### src/sv/mckd_pkg.sv
// shared constants and types of the key debouncer
package mckd_pkg;

  localparam int NUM_CHANNELS = 11;
  localparam int ChIdxW       = 4;
  localparam int PressW       = 9;
  localparam int RelW         = 5;
  localparam int QualW        = 8;
  localparam int SlowCntW     = 4;
  localparam int CfgIdxW      = 3;
  localparam int CfgDataW     = 9;
  localparam int InDataW      = 16;
  localparam int OutDataW     = 40;

  localparam logic [RelW-1:0] FastRelHold = 5'd30;

  localparam logic [CfgIdxW-1:0] RegPressQualify = 3'd0;
  localparam logic [CfgIdxW-1:0] RegStuckLimit   = 3'd1;
  localparam logic [CfgIdxW-1:0] RegReleaseSlow  = 3'd2;
  localparam logic [CfgIdxW-1:0] RegReleaseFast  = 3'd3;
  localparam logic [CfgIdxW-1:0] RegSlowCount    = 3'd4;

  localparam logic [QualW-1:0]    PressQualifyRst = 8'd3;
  localparam logic [PressW-1:0]   StuckLimitRst   = 9'd400;
  localparam logic [RelW-1:0]     ReleaseSlowRst  = 5'd30;
  localparam logic [RelW-1:0]     ReleaseFastRst  = 5'd1;
  localparam logic [SlowCntW-1:0] SlowCountRst    = 4'd5;

  typedef struct packed {
    logic [QualW-1:0]    press_qualify;
    logic [PressW-1:0]   stuck_limit;
    logic [RelW-1:0]     release_slow;
    logic [RelW-1:0]     release_fast;
    logic [SlowCntW-1:0] slow_count;
  } cfg_t;

  typedef struct packed {
    logic step;
    logic tick;
    logic released;
    logic slow;
    logic rd_clr;
  } chan_ctl_t;

  typedef struct packed {
    logic status;
    logic error;
    logic pend;
    logic pend_cur;
  } chan_st_t;

endpackage

### src/sv/mckd_cfg_regs.sv
// configuration register file of the key debouncer
module mckd_cfg_regs (
  input  logic                          clk_i,
  input  logic                          rst_ni,
  input  logic                          cfg_we_i,
  input  logic [mckd_pkg::CfgIdxW-1:0]  cfg_idx_i,
  input  logic [mckd_pkg::CfgDataW-1:0] cfg_wdata_i,
  output mckd_pkg::cfg_t                cfg_o
);

  mckd_pkg::cfg_t cfg_q, cfg_d;

  always_comb begin
    cfg_d = cfg_q;
    if (cfg_we_i) begin
      case (cfg_idx_i)
        mckd_pkg::RegPressQualify: cfg_d.press_qualify = cfg_wdata_i[mckd_pkg::QualW-1:0];
        mckd_pkg::RegStuckLimit:   cfg_d.stuck_limit   = cfg_wdata_i[mckd_pkg::PressW-1:0];
        mckd_pkg::RegReleaseSlow:  cfg_d.release_slow  = cfg_wdata_i[mckd_pkg::RelW-1:0];
        mckd_pkg::RegReleaseFast:  cfg_d.release_fast  = cfg_wdata_i[mckd_pkg::RelW-1:0];
        mckd_pkg::RegSlowCount:    cfg_d.slow_count    = cfg_wdata_i[mckd_pkg::SlowCntW-1:0];
        default: ;
      endcase
    end
  end

  always_ff @(posedge clk_i or negedge rst_ni) begin
    if (!rst_ni) begin
      cfg_q.press_qualify <= mckd_pkg::PressQualifyRst;
      cfg_q.stuck_limit   <= mckd_pkg::StuckLimitRst;
      cfg_q.release_slow  <= mckd_pkg::ReleaseSlowRst;
      cfg_q.release_fast  <= mckd_pkg::ReleaseFastRst;
      cfg_q.slow_count    <= mckd_pkg::SlowCountRst;
    end else begin
      cfg_q <= cfg_d;
    end
  end

  assign cfg_o = cfg_q;

endmodule

### src/sv/mckd_channel.sv
// one debounce channel: press and release counters, status, error and event bits
module mckd_channel (
  input  logic                clk_i,
  input  logic                rst_ni,
  input  mckd_pkg::cfg_t      cfg_i,
  input  mckd_pkg::chan_ctl_t ctl_i,
  output mckd_pkg::chan_st_t  st_o
);

  logic [mckd_pkg::PressW-1:0] pc_q, pc_d, pc_inc;
  logic [mckd_pkg::RelW-1:0]   rc_q, rc_d, rc_inc, rel_thr;
  logic                        status_q, status_d;
  logic                        error_q, error_d;
  logic                        pend_q, pend_d;
  logic                        stuck;

  always_comb begin
    pc_d     = pc_q;
    rc_d     = rc_q;
    status_d = status_q;
    error_d  = error_q;
    pend_d   = pend_q;
    stuck    = 1'b0;
    pc_inc   = (&pc_q) ? pc_q : pc_q + 1'b1;
    rc_inc   = (&rc_q) ? rc_q : rc_q + 1'b1;
    rel_thr  = ctl_i.slow ? cfg_i.release_slow : cfg_i.release_fast;
    if (ctl_i.tick) begin
      if (ctl_i.released) begin
        pc_d = '0;
        rc_d = rc_inc;
        if (rc_inc > rel_thr) begin
          rc_d = ctl_i.slow ? cfg_i.release_slow : mckd_pkg::FastRelHold;
          if (status_q) begin
            status_d = 1'b0;
            error_d  = 1'b0;
          end
        end
      end else begin
        rc_d = '0;
        pc_d = pc_inc;
        if (pc_inc > cfg_i.stuck_limit) begin
          pc_d    = cfg_i.stuck_limit;
          error_d = 1'b1;
          stuck   = 1'b1;
        end
        // fast channels qualify on every pressed tick
        if (!ctl_i.slow || (!stuck && (pc_inc > {1'b0, cfg_i.press_qualify}))) begin
          status_d = 1'b1;
          pend_d   = pend_q | ~status_q;
        end
      end
    end else if (ctl_i.rd_clr) begin
      pend_d = 1'b0;
    end
  end

  always_ff @(posedge clk_i or negedge rst_ni) begin
    if (!rst_ni) begin
      pc_q     <= '0;
      rc_q     <= '0;
      status_q <= 1'b0;
      error_q  <= 1'b0;
      pend_q   <= 1'b0;
    end else if (ctl_i.step) begin
      pc_q     <= pc_d;
      rc_q     <= rc_d;
      status_q <= status_d;
      error_q  <= error_d;
      pend_q   <= pend_d;
    end
  end

  assign st_o.status   = status_d;
  assign st_o.error    = error_d;
  assign st_o.pend     = pend_d;
  assign st_o.pend_cur = pend_q;

endmodule

### src/sv/multi_channel_key_debouncer.sv
// top level of the multi-channel key debouncer
//
// input stream: one word per sample tick or event read. tuser selects the
// kind (0 tick, 1 read and clear one key event). tdata carries the raw key
// levels (high means released) and the channel index of a read.
// output stream: one word per input word, with the read channel's event bit
// before clearing and the status, error and pending event vectors after it.
// configuration: write enable, register index and data, written while idle.
// pipeline: an accepted word sits in the input register; its result is loaded
// into the result register once that is free or moving, and leaves from there.
// one word per cycle is taken in steady state while the receiver does not
// stall; all eleven channels update in parallel in the single logic stage
// between the two registers.
// reset clears all counters and flags, loads the register defaults and
// empties both pipeline registers.
// when the receiver stalls the result register holds; the input register
// still takes one more word, after which tready drops until the output moves.
module multi_channel_key_debouncer (
  input  logic                          clk_i,
  input  logic                          rst_ni,
  input  logic                          cfg_we_i,
  input  logic [mckd_pkg::CfgIdxW-1:0]  cfg_idx_i,
  input  logic [mckd_pkg::CfgDataW-1:0] cfg_wdata_i,
  input  logic                          s_axis_tvalid_i,
  output logic                          s_axis_tready_o,
  // raw_levels [10:0], key_index [14:11], zero [15]
  input  logic [mckd_pkg::InDataW-1:0]  s_axis_tdata_i,
  // req_type [0]
  input  logic                          s_axis_tuser_i,
  output logic                          m_axis_tvalid_o,
  input  logic                          m_axis_tready_i,
  // key_event [0], status_bits [11:1], error_bits [22:12], event_bits [33:23],
  // zero [39:34]
  output logic [mckd_pkg::OutDataW-1:0] m_axis_tdata_o
);

  localparam int N = mckd_pkg::NUM_CHANNELS;

  mckd_pkg::cfg_t cfg;

  logic                          in_valid_q;
  logic                          in_req_q;
  logic [N-1:0]                  in_levels_q;
  logic [mckd_pkg::ChIdxW-1:0]   in_idx_q;
  logic                          out_valid_q, out_valid_d;
  logic [mckd_pkg::OutDataW-1:0] out_data_q, out_data_d;
  logic                          out_ready;
  logic                          advance;
  logic                          s_accept;

  logic [N-1:0] status_v, error_v, pend_v, pend_cur_v, rd_sel_v;

  assign out_ready       = !out_valid_q || m_axis_tready_i;
  assign advance         = in_valid_q && out_ready;
  assign s_axis_tready_o = !in_valid_q || out_ready;
  assign s_accept        = s_axis_tvalid_i && s_axis_tready_o;

  mckd_cfg_regs u_cfg (
    .clk_i       (clk_i),
    .rst_ni      (rst_ni),
    .cfg_we_i    (cfg_we_i),
    .cfg_idx_i   (cfg_idx_i),
    .cfg_wdata_i (cfg_wdata_i),
    .cfg_o       (cfg)
  );

  for (genvar i = 0; i < N; i++) begin : g_ch
    mckd_pkg::chan_ctl_t ctl;
    mckd_pkg::chan_st_t  st;

    assign rd_sel_v[i]  = in_req_q && (in_idx_q == mckd_pkg::ChIdxW'(i));
    assign ctl.step     = advance;
    assign ctl.tick     = !in_req_q;
    assign ctl.released = in_levels_q[i];
    assign ctl.slow     = mckd_pkg::ChIdxW'(i) < cfg.slow_count;
    assign ctl.rd_clr   = rd_sel_v[i];

    mckd_channel u_ch (
      .clk_i  (clk_i),
      .rst_ni (rst_ni),
      .cfg_i  (cfg),
      .ctl_i  (ctl),
      .st_o   (st)
    );

    assign status_v[i]   = st.status;
    assign error_v[i]    = st.error;
    assign pend_v[i]     = st.pend;
    assign pend_cur_v[i] = st.pend_cur;
  end

  always_comb begin
    out_valid_d = out_valid_q;
    out_data_d  = out_data_q;
    if (out_ready) begin
      out_valid_d = in_valid_q;
    end
    if (advance) begin
      // indices beyond the channels match no select bit and read zero
      out_data_d = {(mckd_pkg::OutDataW - 3 * N - 1)'(0), pend_v, error_v, status_v,
                    |(pend_cur_v & rd_sel_v)};
    end
  end

  always_ff @(posedge clk_i or negedge rst_ni) begin
    if (!rst_ni) begin
      in_valid_q  <= 1'b0;
      out_valid_q <= 1'b0;
    end else begin
      if (s_accept) begin
        in_valid_q <= 1'b1;
      end else if (advance) begin
        in_valid_q <= 1'b0;
      end
      out_valid_q <= out_valid_d;
    end
  end

  always_ff @(posedge clk_i) begin
    if (s_accept) begin
      in_req_q    <= s_axis_tuser_i;
      in_levels_q <= s_axis_tdata_i[N-1:0];
      in_idx_q    <= s_axis_tdata_i[N +: mckd_pkg::ChIdxW];
    end
    out_data_q <= out_data_d;
  end

  assign m_axis_tvalid_o = out_valid_q;
  assign m_axis_tdata_o  = out_data_q;

endmodule

### config.mk
export PLATFORM = sky130hd
export DESIGN_NAME = multi_channel_key_debouncer
export DESIGN_NICKNAME = d
export VERILOG_FILES = /design/src/sv/mckd_pkg.sv /design/src/sv/mckd_cfg_regs.sv /design/src/sv/mckd_channel.sv /design/src/sv/multi_channel_key_debouncer.sv
export SDC_FILE = /design/constraint.sdc
export NUM_CORES = 1
export LEC_CHECK = 0
export BUFFER_PORTS_ARGS = -buffer_cell sky130_fd_sc_hd__buf_2
export CORE_ASPECT_RATIO = 1.75
export CORE_UTILIZATION = 55
export CTS_CLUSTER_SIZE = 30
export DETAILED_ROUTE_END_ITERATION = 10
export PLACE_DENSITY_LB_ADDON = 0.3
export SLEW_MARGIN = 20
export SYNTH_ARGS = -nofsm -noshare
export SYNTH_HDL_FRONTEND = slang
export SYNTH_SLANG_ARGS = --single-unit
### constraint.sdc
create_clock -name clk_i -period 8.9 [get_ports clk_i]
set_input_delay 0.89 -clock clk_i [delete_from_list [all_inputs] [get_ports clk_i]]
set_output_delay 0.89 -clock clk_i [all_outputs]
set_load 0.01 [all_outputs]
==> impl_metrics.csv <==
group,metric,value,unit
critical_path,crit_start,"g_ch[6].u_ch.pc_q[4]$_DFFE_PN0P_",
route,vias,20200,
run_status,violations,"DRC",
critical_path,cpMostUsedCell,"and4_1",
yosys,seq_area_frac_synth,32.1,%
die,start_util,55.8,%
layout,drive_gt1_share,9.45,%
grt,grt_pass1_vias,20000,
die,die_width,153,um
clocking,cts_setup_buffers,0,
yosys,synth_area_leader_cell,"dfrtp_1",
timing,setup_viol_count_final,0,
critical_path,worstPathArrival,4.57,ns
layout,final_util,60.1,%
die,io_pins,76,
power,ir_drop,0.000216,V
yosys,synth_async_sr_flop_share,81.5,%
clocking,htree_levels,1,
route,firstDrtPassIters,11,
route,drc_errors,2,
route,wl,67800,um
yosys,synth_fa_ha_area_share,15.1,%
timing,max-slew-margin-rel,23.3,%
yosys,synth_edf_count,50,
die,dieArea,0.0406,mm^2
die,core,0.0392,mm^2
route,wl_per_cell,22.6,um
die,die_h,266,um
critical_path,start_kind,"register",
layout,area_growth,7.78,%
layout,finalNetCount,2785,
grt,grt_use_total,33.2,%
critical_path,critPathSlowestCell,"nand2_1",
critical_path,path_max_fanout,15,
critical_path,crit_type,"reg2reg",
placement,hpwl,48400,um
power,powerDensity,287,mW/mm^2
placement,preCtsSetupSlack,4.68,ns
yosys,synth_compound_area_share,21.1,%
timing,finalClockSkew,0.0232,ns
clocking,clock_path_buffers,3,
critical_path,r2r_start,"g_ch[6].u_ch.pc_q[4]$_DFFE_PN0P_",
hold_path,hold_class,"in2async",
grt,antenna_found_initial,0,
critical_path,cp-end-kind,"register",
clocking,ctsHoldBuffers,0,
grt,overflow,0,
grt,grt_pass1_wl,106000,um
power,leakagePower,10.6,nW
critical_path,cp_data_required_time,9.20,ns
grt,grt_max_degree,141,
timing,hold_viol,0,
yosys,synthMuxAreaShare,7.72,%
placement,gp_congestion,0.987,
yosys,synth-xor-area-share,3.25,%
yosys,ys_types,83,
clocking,numCtsBuffers,28,
yosys,yosysWarnings,0,
yosys,yosysTopAreaCellShare,23.8,%
timing,setup_tns,0,ns
critical_path,slowest_delay,0.58,ns
clocking,clk_latency,0.59,ns
timing,fin_crit_sh,48.0,%
route,viasPerCell,6.72,
yosys,synth_top_family_by_area,"compound AO/OA/AOI/OAI gates",
die,fp-row-count,96,
critical_path,critical_path.cell_chain,"and4_1 > and4_1 > nor3_1 > xor2_1 > ha_1 > o21a_1 > a211oi_1 > a41oi_1 > nand2_1 > a21oi_1 > o41ai_1",
timing,period_needed,4.27,ns
timing,slew_violations,0,
timing,worstMarginPinSlew,1.15,ns
clocking,root_buffer,"clkbuf_16",
yosys,synthSimpleGateAreaFrac,16.8,%
route,postRouteAntennaNets,0,
yosys,synth_most_common_cell,"ha_1",
yosys,synth_area_leaders,"dfrtp_1 24%, ha_1 15%, edfxtp_1 6.9%",
yosys,synthFlopType,"dfrtp_1",
yosys,avgSynthCellArea,8.82,um^2
route,drt_iter0_markers,1363,
timing,fmax,234,MHz
flow_run,max_cap_viol_count,0,
timing,rsz0062_at_grt,"no",
clocking,cts_sinks,270,
clocking,cts_resized,0,
clocking,tritoncts,"done",
layout,antenna_cells,0,
yosys,synth_common_cells,"264 x ha_1, 251 x nand2_1, 208 x dfrtp_1",
yosys,yosys_register_bits,270,
timing,setup_ws,4.63,ns
yosys,netlist_instances,2477,
placement,io_buffers,68,
run_status,status,"complete, but fails checks",
yosys,syn_area,0.0219,mm^2
clocking,cts.clk_slew.worst_paths,0.07,ns
power,total_power,6.75,mW
## layout make-up
class                      count  area (um^2)
tap                          490          613
clock inverter                13          158
clock buffer                  39          803
sequential                   270         7020
fill                        3319        15600
inverter                      71          267
multi-input combinational   2011        14000
timing repair buffer         105          661
## per-stage QoR
stage / hold slack, ns / cells / instance area (um^2)
floorplan: 0.457 / 2482 / 21900
global route: 0.345 / 2999 / 23600
CTS: 0.329 / 2996 / 23500
global placement: 0.472 / 2944 / 22500
finish: 0.281 / 2999 / 23600
detailed placement: 0.480 / 2944 / 22500
## registers in the layout (all words and copies together), names as in the netlist
register,count
g_ch.u_ch.error_q,11
g_ch.u_ch.pc_q,99
g_ch.u_ch.pend_q,11
g_ch.u_ch.rc_q,55
g_ch.u_ch.status_q,11
in_idx_q,4
in_levels_q,11
in_req_q,1
in_valid_q,1
m_axis_tdata_o,34
m_axis_tvalid_o,1
u_cfg.cfg_o,31
## final timing paths
| kind | end | slack, ns | cells after the start |
|---|---|---|---|
| setup / recovery | m_axis_tdata_o[29]$_DFFE_PP_ | 4.63 | 11 |
| min in group clk_i | in_levels_q[3]$_DFFE_PP_ | 0.48 | 1 |
| max in group asynchronous | g_ch[1].u_ch.error_q$_DFFE_PN0P_ | 7.23 | 2 |
| hold reg to reg | m_axis_tvalid_o$_DFFE_PN0P_ | 0.50 | 1 |
| setup reg to reg | m_axis_tdata_o[29]$_DFFE_PP_ | 4.63 | 11 |
| hold / removal | g_ch[3].u_ch.pc_q[1]$_DFFE_PN0P_ | 0.28 | 1 |
## cell usage in the layout, fill, tap and decap left out, drive strengths merged, types with 7 or more instances in the layout
cell type,instances
a211oi,23
a21o,20
a21oi,173
a31o,11
a31oi,45
a41oi,9
and2,14
and3,20
and4,15
buf,105
clkbuf,39
clkinv,7
dfrtp,208
dfstp,12
edfxtp,50
ha,264
inv,71
mux2,36
mux2i,128
nand2,251
nand2b,44
nand3,92
nand4,49
nor2,171
nor2b,31
nor3,47
o211ai,15
o21a,18
o21ai,204
o22ai,33
o2bb2ai,19
o311ai,9
o31ai,94
o41ai,12
or2,9
or3,14
xnor2,59
xor2,22
## critical path, delay by kind of cell, from the launching register on
family / cells / cell delay [ns]
AOI/OAI and AO/OA: 5 / 1.45
and+or+nand+nor: 4 / 1.46
xor gates and xnor gates: 1 / 0.33
adders and majority gates: 1 / 0.31
DFF: 1 / 0.44
## layer usage
metal  track usage, %  vias to the layer above  routed length (um)
met5                0                        -                   0
met4             24.4                        0                5230
met3             3.67                      318                4190
met2             57.6                      869               32900
met1             37.7                     9737               25400
li1                 -                     9243                   -
## report_power, final
group          switching [mW]  internal (mW)  leakage [nW]
registers               0.451           1.59          3.32
logic                    2.04           1.40          6.86
clock network           0.551          0.720         0.466
total                    3.04           3.71          10.6
## logic make-up after synthesis
family / Yosys count
and+or+nand+nor: 768
AOI/OAI and AO/OA: 728
DFF: 270
adders and majority gates: 264
buffers and inverters: 201
muxes: 164
xor gates and xnor gates: 81
other: 1
Note: power is estimated with default switching activity, not from simulation.
